===== config.mk =====
export PLATFORM = sky130hd
export DESIGN_NAME = polyline_ribbon_expander
export DESIGN_NICKNAME = d
export VERILOG_FILES = /design/src/rtl/prx_pkg.sv /design/src/rtl/polyline_ribbon_expander.sv /design/src/rtl/prx_ctrl.sv /design/src/rtl/prx_datapath.sv
export SDC_FILE = /design/constraint.sdc
export NUM_CORES = 2
export LEC_CHECK = 0
export BUFFER_PORTS_ARGS = -buffer_cell sky130_fd_sc_hd__buf_4
export CAP_MARGIN = 15
export CELL_PAD_IN_SITES_DETAIL_PLACEMENT = 1
export CELL_PAD_IN_SITES_GLOBAL_PLACEMENT = 1
export CORE_MARGIN = 2
export CORE_UTILIZATION = 49
export DETAILED_ROUTE_END_ITERATION = 8
export PLACE_DENSITY = 0.87
export SKIP_LAST_GASP = 1
export SLEW_MARGIN = 20
export SYNTH_ARGS = -nofsm -noshare
export SYNTH_HDL_FRONTEND = slang
export SYNTH_SLANG_ARGS = --single-unit

===== constraint.sdc =====
create_clock -name clk -period 16.9 [get_ports clk]
set_input_delay 2.535 -clock clk [delete_from_list [all_inputs] [get_ports clk]]
set_output_delay 2.535 -clock clk [all_outputs]
set_load 0.01 [all_outputs]

===== src/rtl/prx_pkg.sv =====
// ----------------------------------------------------------------------------
// prx_pkg
// Shared types, constants and width helpers for the ribbon expander.
// ----------------------------------------------------------------------------
package prx_pkg;

    localparam int COORD_BITS_DEF    = 16;
    localparam int FRACTION_BITS_DEF = 8;

    // quotient width of the shared divider (unit vector and half-width)
    localparam int Q_BITS   = 16;
    localparam int UNIT_MAX = 32767;
    localparam int THK_BITS = 16;
    localparam int C_BITS   = 24;

    localparam logic [15:0] SPAN_RESET = 16'd60;
    localparam logic [7:0]  NEAR_RESET = 8'd20;
    localparam logic [7:0]  FAR_RESET  = 8'd2;

    localparam logic [1:0] CFG_SPAN = 2'd0;
    localparam logic [1:0] CFG_NEAR = 2'd1;
    localparam logic [1:0] CFG_FAR  = 2'd2;

    localparam logic [1:0] COMP_X   = 2'd0;
    localparam logic [1:0] COMP_Y   = 2'd1;
    localparam logic [1:0] COMP_Z   = 2'd2;
    localparam logic [1:0] COMP_AUX = 2'd3;

    localparam logic [3:0] OP_NONE     = 4'd0;
    localparam logic [3:0] OP_FIRST    = 4'd1;
    localparam logic [3:0] OP_SEG      = 4'd2;
    localparam logic [3:0] OP_SQ       = 4'd3;
    localparam logic [3:0] OP_ROOT_INI = 4'd4;
    localparam logic [3:0] OP_ROOT     = 4'd5;
    localparam logic [3:0] OP_DIV_INI  = 4'd6;
    localparam logic [3:0] OP_DIV      = 4'd7;
    localparam logic [3:0] OP_DIV_END  = 4'd8;
    localparam logic [3:0] OP_THK_MUL  = 4'd9;
    localparam logic [3:0] OP_THK_FAR  = 4'd10;
    localparam logic [3:0] OP_SCALE    = 4'd11;
    localparam logic [3:0] OP_EMIT     = 4'd12;

    typedef struct packed {
        logic [3:0] op;
        logic [1:0] comp;
    } prx_cmd_t;

    typedef struct packed {
        logic have_prev;
        logic len_zero;
        logic span_zero;
    } prx_status_t;

    // digit pairs of the square root of sum * 2^16; also the length width
    function automatic int root_pairs(input int coord_bits);
        return coord_bits + 10;
    endfunction

endpackage


===== src/rtl/polyline_ribbon_expander.sv =====
// ----------------------------------------------------------------------------
// polyline_ribbon_expander
// Turns a stream of 3D points into left/right ribbon vertex pairs.
// ----------------------------------------------------------------------------
// One item in, at most one item out: the first point of a strip gives nothing;
// any later point gives a vertex pair after COORD_BITS + 10 root steps, three
// unit divisions, a half-width division and squaring, scaling and hand-off (a
// zero-length segment skips the unit divisions, a zero span the half-width
// division). The square root is digit-serial, and a single restoring divider
// serves all divisions. A finished item waits in the output register while
// the next point is taken.
// Configuration writes are accepted every cycle and belong in idle periods.
module polyline_ribbon_expander #(
    parameter int COORD_BITS    = prx_pkg::COORD_BITS_DEF,
    parameter int FRACTION_BITS = prx_pkg::FRACTION_BITS_DEF,
    localparam int OUT_BITS       = COORD_BITS + FRACTION_BITS + 1,
    localparam int IN_TDATA_BITS  = ((3 * COORD_BITS + 7) / 8) * 8,
    localparam int OUT_TDATA_BITS = ((6 * OUT_BITS + 7) / 8) * 8
) (
    input  logic                     clk,
    input  logic                     rst_n,
    // point_x, point_y, point_z
    input  logic [IN_TDATA_BITS-1:0] s_axis_tdata,
    // strip_start
    input  logic                     s_axis_tuser,
    input  logic                     s_axis_tvalid,
    output logic                     s_axis_tready,
    // left_x, left_y, left_z, right_x, right_y, right_z
    output logic [OUT_TDATA_BITS-1:0] m_axis_tdata,
    output logic                     m_axis_tvalid,
    input  logic                     m_axis_tready,
    input  logic                     cfg_valid,
    output logic                     cfg_ready,
    input  logic [1:0]               cfg_index,
    input  logic [15:0]              cfg_data
);

    prx_pkg::prx_cmd_t    cmd;
    prx_pkg::prx_status_t status;
    logic signed [OUT_BITS-1:0] left_x, left_y, left_z, right_x, right_y, right_z;

    prx_ctrl #(
        .COORD_BITS (COORD_BITS)
    ) u_ctrl (
        .clk       (clk),
        .rst_n     (rst_n),
        .in_valid  (s_axis_tvalid),
        .in_start  (s_axis_tuser),
        .in_ready  (s_axis_tready),
        .out_valid (m_axis_tvalid),
        .out_ready (m_axis_tready),
        .status    (status),
        .cmd       (cmd)
    );

    prx_datapath #(
        .COORD_BITS    (COORD_BITS),
        .FRACTION_BITS (FRACTION_BITS),
        .OUT_BITS      (OUT_BITS)
    ) u_datapath (
        .clk       (clk),
        .rst_n     (rst_n),
        .cmd       (cmd),
        .status    (status),
        .cfg_valid (cfg_valid),
        .cfg_index (cfg_index),
        .cfg_data  (cfg_data),
        .point_x   (s_axis_tdata[COORD_BITS-1:0]),
        .point_y   (s_axis_tdata[2*COORD_BITS-1:COORD_BITS]),
        .point_z   (s_axis_tdata[3*COORD_BITS-1:2*COORD_BITS]),
        .left_x    (left_x),
        .left_y    (left_y),
        .left_z    (left_z),
        .right_x   (right_x),
        .right_y   (right_y),
        .right_z   (right_z)
    );

    assign cfg_ready    = 1'b1;
    assign m_axis_tdata = OUT_TDATA_BITS'({right_z, right_y, right_x, left_z, left_y, left_x});

endmodule


===== src/rtl/prx_ctrl.sv =====
// ----------------------------------------------------------------------------
// prx_ctrl
// Sequencer: handshakes, step counting and command issue to the datapath.
// ----------------------------------------------------------------------------
module prx_ctrl #(
    parameter int COORD_BITS = prx_pkg::COORD_BITS_DEF
) (
    input  logic                 clk,
    input  logic                 rst_n,
    input  logic                 in_valid,
    input  logic                 in_start,
    output logic                 in_ready,
    output logic                 out_valid,
    input  logic                 out_ready,
    input  prx_pkg::prx_status_t status,
    output prx_pkg::prx_cmd_t    cmd
);

    localparam int PAIRS    = prx_pkg::root_pairs(COORD_BITS);
    localparam int CNT_BITS = $clog2(PAIRS);

    localparam logic [3:0] S_IDLE   = 4'd0;
    localparam logic [3:0] S_SQ     = 4'd1;
    localparam logic [3:0] S_RINIT  = 4'd2;
    localparam logic [3:0] S_ROOT   = 4'd3;
    localparam logic [3:0] S_LCHK   = 4'd4;
    localparam logic [3:0] S_DINIT  = 4'd5;
    localparam logic [3:0] S_DIV    = 4'd6;
    localparam logic [3:0] S_DSTORE = 4'd7;
    localparam logic [3:0] S_TMUL   = 4'd8;
    localparam logic [3:0] S_TFAR   = 4'd9;
    localparam logic [3:0] S_SCALE  = 4'd10;
    localparam logic [3:0] S_DONE   = 4'd11;

    logic [3:0]          state_reg, state_next;
    logic [1:0]          comp_reg, comp_next;
    logic [CNT_BITS-1:0] cnt_reg, cnt_next;
    logic                out_valid_reg, out_valid_next;

    always_ff @(posedge clk or negedge rst_n)
    begin
        if (!rst_n)
        begin
            state_reg     <= S_IDLE;
            comp_reg      <= prx_pkg::COMP_X;
            cnt_reg       <= '0;
            out_valid_reg <= 1'b0;
        end
        else
        begin
            state_reg     <= state_next;
            comp_reg      <= comp_next;
            cnt_reg       <= cnt_next;
            out_valid_reg <= out_valid_next;
        end
    end

    always_comb
    begin
        state_next     = state_reg;
        comp_next      = comp_reg;
        cnt_next       = cnt_reg;
        out_valid_next = out_valid_reg && !out_ready;
        cmd.op         = prx_pkg::OP_NONE;
        cmd.comp       = comp_reg;
        in_ready       = 1'b0;
        case (state_reg)
            S_IDLE:
            begin
                in_ready = 1'b1;
                if (in_valid)
                begin
                    if (in_start || !status.have_prev)
                    begin
                        cmd.op = prx_pkg::OP_FIRST;
                    end
                    else
                    begin
                        cmd.op     = prx_pkg::OP_SEG;
                        comp_next  = prx_pkg::COMP_X;
                        state_next = S_SQ;
                    end
                end
            end
            S_SQ:
            begin
                cmd.op    = prx_pkg::OP_SQ;
                comp_next = comp_reg + 2'd1;
                if (comp_reg == prx_pkg::COMP_AUX)
                begin
                    state_next = S_RINIT;
                end
            end
            S_RINIT:
            begin
                cmd.op     = prx_pkg::OP_ROOT_INI;
                cnt_next   = '0;
                state_next = S_ROOT;
            end
            S_ROOT:
            begin
                cmd.op   = prx_pkg::OP_ROOT;
                cnt_next = cnt_reg + CNT_BITS'(1);
                if (cnt_reg == CNT_BITS'(PAIRS - 1))
                begin
                    state_next = S_LCHK;
                end
            end
            S_LCHK:
            begin
                comp_next = prx_pkg::COMP_X;
                if (!status.len_zero)
                begin
                    state_next = S_DINIT;
                end
                else if (status.span_zero)
                begin
                    state_next = S_TFAR;
                end
                else
                begin
                    state_next = S_TMUL;
                end
            end
            S_DINIT:
            begin
                cmd.op     = prx_pkg::OP_DIV_INI;
                cnt_next   = '0;
                state_next = S_DIV;
            end
            S_DIV:
            begin
                cmd.op   = prx_pkg::OP_DIV;
                cnt_next = cnt_reg + CNT_BITS'(1);
                if (cnt_reg == CNT_BITS'(prx_pkg::Q_BITS - 1))
                begin
                    state_next = S_DSTORE;
                end
            end
            S_DSTORE:
            begin
                cmd.op = prx_pkg::OP_DIV_END;
                if (comp_reg == prx_pkg::COMP_AUX)
                begin
                    comp_next  = prx_pkg::COMP_X;
                    state_next = S_SCALE;
                end
                else if (comp_reg == prx_pkg::COMP_Z)
                begin
                    state_next = status.span_zero ? S_TFAR : S_TMUL;
                end
                else
                begin
                    comp_next  = comp_reg + 2'd1;
                    state_next = S_DINIT;
                end
            end
            S_TMUL:
            begin
                cmd.op     = prx_pkg::OP_THK_MUL;
                comp_next  = prx_pkg::COMP_AUX;
                state_next = S_DINIT;
            end
            S_TFAR:
            begin
                cmd.op     = prx_pkg::OP_THK_FAR;
                comp_next  = prx_pkg::COMP_X;
                state_next = S_SCALE;
            end
            S_SCALE:
            begin
                cmd.op    = prx_pkg::OP_SCALE;
                comp_next = comp_reg + 2'd1;
                if (comp_reg == prx_pkg::COMP_AUX)
                begin
                    state_next = S_DONE;
                end
            end
            S_DONE:
            begin
                if (!out_valid_reg || out_ready)
                begin
                    cmd.op         = prx_pkg::OP_EMIT;
                    out_valid_next = 1'b1;
                    state_next     = S_IDLE;
                end
            end
            default:
            begin
                state_next = S_IDLE;
            end
        endcase
    end

    assign out_valid = out_valid_reg;

    a_root_count: assert property (@(posedge clk) disable iff (!rst_n)
        (state_reg == S_ROOT) |-> (cnt_reg < CNT_BITS'(PAIRS)))
        else $error("root step count out of range");

    a_done_holds: assert property (@(posedge clk) disable iff (!rst_n)
        (state_reg == S_DONE && out_valid_reg && !out_ready) |=> (state_reg == S_DONE))
        else $error("result overwritten before delivery");

    a_seg_starts: assert property (@(posedge clk) disable iff (!rst_n)
        (cmd.op == prx_pkg::OP_SEG) |=> (state_reg == S_SQ && comp_reg == prx_pkg::COMP_X))
        else $error("segment did not start squaring");

    a_emit_sets_valid: assert property (@(posedge clk) disable iff (!rst_n)
        (cmd.op == prx_pkg::OP_EMIT) |=> (out_valid_reg && state_reg == S_IDLE))
        else $error("emit without valid result");

endmodule


===== src/rtl/prx_datapath.sv =====
// ----------------------------------------------------------------------------
// prx_datapath
// Point store, squarer, digit-serial root, shared divider, scaler, result regs.
// ----------------------------------------------------------------------------
module prx_datapath #(
    parameter int COORD_BITS    = prx_pkg::COORD_BITS_DEF,
    parameter int FRACTION_BITS = prx_pkg::FRACTION_BITS_DEF,
    parameter int OUT_BITS      = COORD_BITS + FRACTION_BITS + 1
) (
    input  logic                        clk,
    input  logic                        rst_n,
    input  prx_pkg::prx_cmd_t           cmd,
    output prx_pkg::prx_status_t        status,
    input  logic                        cfg_valid,
    input  logic [1:0]                  cfg_index,
    input  logic [15:0]                 cfg_data,
    input  logic signed [COORD_BITS-1:0] point_x,
    input  logic signed [COORD_BITS-1:0] point_y,
    input  logic signed [COORD_BITS-1:0] point_z,
    output logic signed [OUT_BITS-1:0]  left_x,
    output logic signed [OUT_BITS-1:0]  left_y,
    output logic signed [OUT_BITS-1:0]  left_z,
    output logic signed [OUT_BITS-1:0]  right_x,
    output logic signed [OUT_BITS-1:0]  right_y,
    output logic signed [OUT_BITS-1:0]  right_z
);

    localparam int C        = COORD_BITS;
    localparam int D_BITS   = C + 1;
    localparam int SQ_BITS  = 2 * C + 2;
    localparam int SUM_BITS = 2 * C + 4;
    localparam int PAIRS    = prx_pkg::root_pairs(C);
    localparam int LEN_BITS = PAIRS;
    localparam int RAD_BITS = 2 * PAIRS;
    localparam int DIV_BITS = LEN_BITS;
    localparam int NUM_BITS = C + 25;
    localparam int QB       = prx_pkg::Q_BITS;
    localparam int CB       = prx_pkg::C_BITS;
    localparam int CMP_BITS = C + 24;
    localparam int P_BITS   = 34;
    localparam int SH       = 23 - FRACTION_BITS;

    // configuration
    logic [15:0] span_reg;
    logic [7:0]  near_reg, far_reg;

    always_ff @(posedge clk or negedge rst_n)
    begin
        if (!rst_n)
        begin
            span_reg <= prx_pkg::SPAN_RESET;
            near_reg <= prx_pkg::NEAR_RESET;
            far_reg  <= prx_pkg::FAR_RESET;
        end
        else if (cfg_valid)
        begin
            case (cfg_index)
                prx_pkg::CFG_SPAN: span_reg <= cfg_data;
                prx_pkg::CFG_NEAR: near_reg <= cfg_data[7:0];
                prx_pkg::CFG_FAR:  far_reg  <= cfg_data[7:0];
                default: ;
            endcase
        end
    end

    // previous point and strip flag
    logic                have_reg;
    logic signed [C-1:0] prev_x_reg, prev_y_reg, prev_z_reg;
    logic signed [C-1:0] cur_x_reg, cur_y_reg, cur_z_reg;
    logic signed [D_BITS-1:0] d_reg [3];

    always_ff @(posedge clk or negedge rst_n)
    begin
        if (!rst_n)
        begin
            have_reg <= 1'b0;
        end
        else if (cmd.op == prx_pkg::OP_FIRST)
        begin
            have_reg <= 1'b1;
        end
    end

    // working registers
    logic [SQ_BITS-1:0]  sq_reg;
    logic [SUM_BITS-1:0] sum_reg;
    logic [RAD_BITS-1:0] rad_reg;
    logic [LEN_BITS+1:0] rrem_reg;
    logic [LEN_BITS-1:0] root_reg;
    logic [QB-1:0]       num_reg;
    logic [DIV_BITS-1:0] rem_reg, dvs_reg;
    logic [QB-1:0]       quo_reg;
    logic signed [15:0]  u_reg [3];
    logic [31:0]         thk_prod_reg;
    logic [prx_pkg::THK_BITS-1:0] t_reg;
    logic signed [32:0]  prod_reg;
    logic [1:0]          prod_comp_reg;
    logic signed [OUT_BITS-1:0] pos_reg [3];
    logic signed [OUT_BITS-1:0] neg_reg [3];
    logic signed [OUT_BITS-1:0] lx_reg, ly_reg, lz_reg, rx_reg, ry_reg, rz_reg;

    // combinational helpers
    logic signed [D_BITS-1:0] d_sel;
    logic [D_BITS-1:0]        d_mag;
    logic signed [15:0]       u_sel;
    logic [LEN_BITS+3:0]      rsh, rtrial;
    logic [DIV_BITS:0]        dtrial;
    logic [NUM_BITS-1:0]      n_val;
    logic [CMP_BITS-1:0]      lim_w, len_w;
    logic [CB-1:0]            c_val;
    logic signed [8:0]        tdiff;
    logic [7:0]               tdiff_mag;
    logic [QB-1:0]            q_clamp;
    logic signed [16:0]       t_sum;
    logic signed [P_BITS-1:0] p_pos, p_neg;

    always_comb
    begin
        d_sel     = (cmd.comp == prx_pkg::COMP_AUX) ? '0 : d_reg[cmd.comp];
        d_mag     = d_sel[D_BITS-1] ? D_BITS'(-d_sel) : D_BITS'(d_sel);
        u_sel     = (cmd.comp == prx_pkg::COMP_AUX) ? '0 : u_reg[cmd.comp];
        rsh       = {rrem_reg, rad_reg[RAD_BITS-1 -: 2]};
        rtrial    = (LEN_BITS + 4)'({root_reg, 2'b01});
        dtrial    = {rem_reg, num_reg[QB-1]};
        lim_w     = CMP_BITS'({span_reg, 8'd0});
        len_w     = CMP_BITS'(root_reg);
        c_val     = (len_w < lim_w) ? CB'(len_w) : CB'(lim_w);
        tdiff     = $signed({1'b0, far_reg}) - $signed({1'b0, near_reg});
        tdiff_mag = tdiff[8] ? 8'(-tdiff) : 8'(tdiff);
        if (cmd.comp == prx_pkg::COMP_AUX)
        begin
            n_val = NUM_BITS'(thk_prod_reg) + NUM_BITS'(span_reg >> 1);
        end
        else
        begin
            n_val = (NUM_BITS'(d_mag) << 23) + NUM_BITS'(root_reg >> 1);
        end
        q_clamp = (quo_reg > QB'(prx_pkg::UNIT_MAX)) ? QB'(prx_pkg::UNIT_MAX) : quo_reg;
        t_sum   = tdiff[8] ? (17'(signed'({1'b0, near_reg, 8'd0})) - signed'({1'b0, quo_reg}))
                           : (17'(signed'({1'b0, near_reg, 8'd0})) + signed'({1'b0, quo_reg}));
        p_pos   = (P_BITS'(prod_reg) + (P_BITS'(1) <<< (SH - 1))) >>> SH;
        p_neg   = (-P_BITS'(prod_reg) + (P_BITS'(1) <<< (SH - 1))) >>> SH;
    end

    always_ff @(posedge clk)
    begin
        case (cmd.op)
            prx_pkg::OP_FIRST:
            begin
                prev_x_reg <= point_x;
                prev_y_reg <= point_y;
                prev_z_reg <= point_z;
            end
            prx_pkg::OP_SEG:
            begin
                cur_x_reg <= point_x;
                cur_y_reg <= point_y;
                cur_z_reg <= point_z;
                d_reg[0]  <= D_BITS'(point_x) - D_BITS'(prev_x_reg);
                d_reg[1]  <= D_BITS'(point_y) - D_BITS'(prev_y_reg);
                d_reg[2]  <= D_BITS'(point_z) - D_BITS'(prev_z_reg);
                sq_reg    <= '0;
                sum_reg   <= '0;
                u_reg[0]  <= '0;
                u_reg[1]  <= '0;
                u_reg[2]  <= '0;
            end
            prx_pkg::OP_SQ:
            begin
                sq_reg  <= SQ_BITS'(d_sel * d_sel);
                sum_reg <= sum_reg + SUM_BITS'(sq_reg);
            end
            prx_pkg::OP_ROOT_INI:
            begin
                rad_reg  <= RAD_BITS'(sum_reg) << 16;
                rrem_reg <= '0;
                root_reg <= '0;
            end
            prx_pkg::OP_ROOT:
            begin
                rad_reg <= rad_reg << 2;
                if (rsh >= rtrial)
                begin
                    rrem_reg <= (LEN_BITS + 2)'(rsh - rtrial);
                    root_reg <= {root_reg[LEN_BITS-2:0], 1'b1};
                end
                else
                begin
                    rrem_reg <= (LEN_BITS + 2)'(rsh);
                    root_reg <= {root_reg[LEN_BITS-2:0], 1'b0};
                end
            end
            prx_pkg::OP_DIV_INI:
            begin
                rem_reg <= DIV_BITS'(n_val >> QB);
                num_reg <= n_val[QB-1:0];
                quo_reg <= '0;
                dvs_reg <= (cmd.comp == prx_pkg::COMP_AUX) ? DIV_BITS'(span_reg) : root_reg;
            end
            prx_pkg::OP_DIV:
            begin
                num_reg <= num_reg << 1;
                if (dtrial >= {1'b0, dvs_reg})
                begin
                    rem_reg <= DIV_BITS'(dtrial - {1'b0, dvs_reg});
                    quo_reg <= {quo_reg[QB-2:0], 1'b1};
                end
                else
                begin
                    rem_reg <= DIV_BITS'(dtrial);
                    quo_reg <= {quo_reg[QB-2:0], 1'b0};
                end
            end
            prx_pkg::OP_DIV_END:
            begin
                if (cmd.comp == prx_pkg::COMP_AUX)
                begin
                    t_reg <= t_sum[15:0];
                end
                else
                begin
                    u_reg[cmd.comp] <= d_sel[D_BITS-1] ? -$signed(q_clamp) : $signed(q_clamp);
                end
            end
            prx_pkg::OP_THK_MUL:
            begin
                thk_prod_reg <= 32'(tdiff_mag * c_val);
            end
            prx_pkg::OP_THK_FAR:
            begin
                t_reg <= {far_reg, 8'd0};
            end
            prx_pkg::OP_SCALE:
            begin
                prod_reg      <= 33'(u_sel) * 33'($signed({1'b0, t_reg}));
                prod_comp_reg <= cmd.comp;
                if (prod_comp_reg != prx_pkg::COMP_AUX)
                begin
                    pos_reg[prod_comp_reg] <= OUT_BITS'(p_pos);
                    neg_reg[prod_comp_reg] <= OUT_BITS'(p_neg);
                end
            end
            prx_pkg::OP_EMIT:
            begin
                lx_reg     <= (OUT_BITS'(prev_x_reg) <<< FRACTION_BITS) + pos_reg[1];
                ly_reg     <= (OUT_BITS'(prev_y_reg) <<< FRACTION_BITS) + neg_reg[0];
                lz_reg     <= (OUT_BITS'(prev_z_reg) <<< FRACTION_BITS) + pos_reg[2];
                rx_reg     <= (OUT_BITS'(prev_x_reg) <<< FRACTION_BITS) + neg_reg[1];
                ry_reg     <= (OUT_BITS'(prev_y_reg) <<< FRACTION_BITS) + pos_reg[0];
                rz_reg     <= (OUT_BITS'(prev_z_reg) <<< FRACTION_BITS) + pos_reg[2];
                prev_x_reg <= cur_x_reg;
                prev_y_reg <= cur_y_reg;
                prev_z_reg <= cur_z_reg;
            end
            default: ;
        endcase
    end

    assign status.have_prev = have_reg;
    assign status.len_zero  = (root_reg == '0);
    assign status.span_zero = (span_reg == 16'd0);

    assign left_x  = lx_reg;
    assign left_y  = ly_reg;
    assign left_z  = lz_reg;
    assign right_x = rx_reg;
    assign right_y = ry_reg;
    assign right_z = rz_reg;

endmodule

==> results.sh <==
export IMPL_grt_ovfl_total=0
export IMPL_ys_async_sr_fraction_pct=5.61
export IMPL_crit_fanout=91
export IMPL_period_needed_ns=10.41
export IMPL_cts_sinks=802
export IMPL_status="finished clean"
export IMPL_die_area_sq_um=142000
export IMPL_whs_ns=0.386
export IMPL_worstPathArrival_ns=10.88
export IMPL_clk_pin_slew_ns=0.06
export IMPL_synthDistinctLibCells=107
export IMPL_finalHoldViolations=0
export IMPL_drc_errors=0
export IMPL_synth_area_sq_um=68200
export IMPL_dpl_hpwl_mm=160
export IMPL_avgRoutedWirePerCell_um=25.0
export IMPL_post_cts_buffers=0
export IMPL_grt_max_degree=181
export IMPL_crit_path_top_delay_cell="buf_4"
export IMPL_drt_iter0_markers=4675
export IMPL_fillers=15000
export IMPL_dpl_worst_slack_ns=6.74
export IMPL_grt_pass1_wl_mm=338
export IMPL_final_antenna_net_count=0
export IMPL_chipWidth_um=377
export IMPL_syn_to_final_growth_pct=9.40
export IMPL_grt_pass1_vias=58100
export IMPL_worst_pin_slew_ns=1.32
export IMPL_cts_root_buf="clkbuf_16"
export IMPL_cts_htree_levels=3
export IMPL_clk_latency_ns=0.75
export IMPL_syn_avg_cell_area_sq_um=10.2
export IMPL_io_pins=227
export IMPL_grt_setup_unrepaired="no"
export IMPL_synth_seq_cells=802
export IMPL_cp_data_required_time_ns=17.37
export IMPL_drv_cap=0
export IMPL_syn_inst=6671
export IMPL_slowest_delay_ns=0.79
export IMPL_synth_edf_count=757
export IMPL_via_count=52700
export IMPL_ctsResizeCount=0
export IMPL_vias_per_cell=6.06
export IMPL_end_kind="flip-flop"
export IMPL_fin_skew_ns=0.0580
export IMPL_drt_wl_total_mm=217
export IMPL_fin_tns_setup_ns=0
export IMPL_synth_seq_area_share_pct=35.0
export IMPL_fin_crit_sh_pct=61.6
export IMPL_fin_util_pct=54.2
export IMPL_cts_hold_buf=0
export IMPL_critPathKind="flip-flop to flip-flop"
export IMPL_gp_congestion=0.927
export IMPL_rows=136
export IMPL_io_buffers=223
export IMPL_dieHeight_um=377
export IMPL_start_kind="flip-flop"
export IMPL_drv_slew=0
export IMPL_cts_buffer_depth=3
export IMPL_fmax_mhz=96.1
export IMPL_initial_core_util_pct=49.5
export IMPL_largest_reg_flops=64
export IMPL_firstDrtPassIters=8
export IMPL_drive_above_1_share_pct=8.70
export IMPL_synth_flop_cell="edfxtp_1"
export IMPL_antenna_found_initial=5
export IMPL_crit_top_cell="fa_1"
export IMPL_cts_tree="yes"
export IMPL_setup_ws_ns=6.49
export IMPL_yosysWarningCount=0
export IMPL_core_sq_um=138000
export IMPL_finalSetupViolations=0
export IMPL_slew_limit_headroom_pct=12.0
export IMPL_cts_buffers=92
export IMPL_worst_hold_path_type="flip-flop to flip-flop"
export IMPL_grt_util_all_layers_pct=30.6
export IMPL_final_nets=8043
[cell usage in the layout (no fill, tap or decap), types with 22 or more instances in the layout]
cell	n
edfxtp_1	757
o21ai_0	248
nand2_1	586
a21oi_1	371
inv_1	971
or3_1	22
o21bai_1	41
nor2b_1	52
mux2i_1	24
a211oi_1	29
clkbuf_16	92
dfrtp_1	36
buf_4	266
nand4_1	32
a21o_1	116
clkinv_1	26
ha_1	544
mux2_2	72
nor2_1	546
nor4_1	27
nand2b_1	64
and3_1	149
xor2_1	96
a21boi_0	22
fa_1	609
or2_2	30
o21a_1	37
and2_1	42
nand3_1	103
xnor2_1	245
a31oi_1	35
nor3_1	160
[cells in the mapped netlist, types with 19 or more instances]
master	count	area share, %
a211oi_1	29	0.32
a21boi_0	22	0.24
a21o_1	116	1.3
a21oi_1	372	2.7
a31oi_1	35	0.32
and2_1	42	0.39
and3_1	149	1.4
buf_1	26	0.14
buf_4	30	0.33
clkbuf_1	156	0.86
dfrtp_1	38	1.4
edfxtp_1	757	33
fa_1	609	18
ha_1	545	10
inv_1	972	5.3
mux2_2	72	1.2
mux2i_1	24	0.35
nand2_1	588	3.2
nand2b_1	64	0.59
nand3_1	104	0.76
nand4_1	32	0.29
nor2_1	549	3.0
nor2b_1	52	0.48
nor3_1	165	1.2
nor3b_1	19	0.21
nor4_1	27	0.25
o21a_1	37	0.41
o21ai_0	248	1.8
o21bai_1	42	0.46
o41ai_1	21	0.27
or2_2	30	0.28
or3_1	22	0.20
xnor2_1	245	3.1
xor2_1	96	1.2
[stage by stage]
step / instance area, sq um / cells
2_1_floorplan: 68300 / 6688
3_3_place_gp: 71600 / 8516
3_5_place_dp: 71600 / 8516
4_1_cts: 74600 / 8687
5_1_grt: 74600 / 8689
6_report: 74600 / 8691
[worst max-delay path, delay by kind of cell, from the launching register on]
kind	cells	cell delay, ns
AO/OA/AOI/OAI	9	2.20
XOR/XNOR	1	0.21
adder cells (fa/ha/maj)	8	3.82
buffers and inverters	9	2.38
flip-flops	1	0.39
AND/OR/NAND/NOR	2	0.99
[final cells by class]
type,count,area (sq um),share of cell area [%]
Clock inverter,57,591,0.791
Tap cell,1794,2240,3.01
Antenna cell,3,7.51,0.0101
Multi-Input combinational cell,4662,39800,53.3
Timing Repair Buffer,268,2040,2.73
Inverter,991,3730,5.00
Sequential cell,802,23900,32.0
Clock buffer,114,2390,3.21
[kinds of logic (layout without fill, tap and decap cells)]
| group | Yosys count | count (layout) | synth area share, % |
|---|---|---|---|
| adders and majority gates | 1156 | 1156 | 27.9 |
| muxes | 119 | 119 | 2.21 |
| xor gates and xnor gates | 343 | 343 | 4.43 |
| DFF | 802 | 802 | 35.0 |
| other | 2 | 22 | 0.0110 |
| and+or+nand+nor | 1897 | 1897 | 13.0 |
| AOI/OAI and AO/OA | 1128 | 1128 | 10.5 |
| buffers and inverters | 1224 | 1430 | 7.00 |
[per-layer routing]
metal	global-route usage, %	routed length (um)
met5	0.103	46
met4	13.0	9920
met3	4.95	15500
met2	53.4	109000
met1	37.4	83100
[final timing paths]
check | cells after the start | slack, ns | startpoint | end
min reg2reg | 0 | 0.39 | u_datapath.pos_reg[1][4]$_DFFE_PP_ | u_datapath.left_x[4]$_DFFE_PN_
min | 0 | 0.39 | u_datapath.pos_reg[1][4]$_DFFE_PP_ | u_datapath.left_x[4]$_DFFE_PN_
max reg2reg | 29 | 6.49 | u_ctrl.comp_reg[1]$_DFFE_PN0P_ | u_datapath.prod_reg[31]$_DFFE_PN_
min in group asynchronous | 1 | 1.86 | rst_n | u_datapath.span_reg[15]$_DFFE_PN0P_
max | 29 | 6.49 | u_ctrl.comp_reg[1]$_DFFE_PN0P_ | u_datapath.prod_reg[31]$_DFFE_PN_
max in group asynchronous | 1 | 14.46 | rst_n | u_ctrl.comp_reg[0]$_DFFE_PN0P_
Power is not shown: default switching activity piles up to over one toggle a cycle in this logic, so the estimate is an artifact.
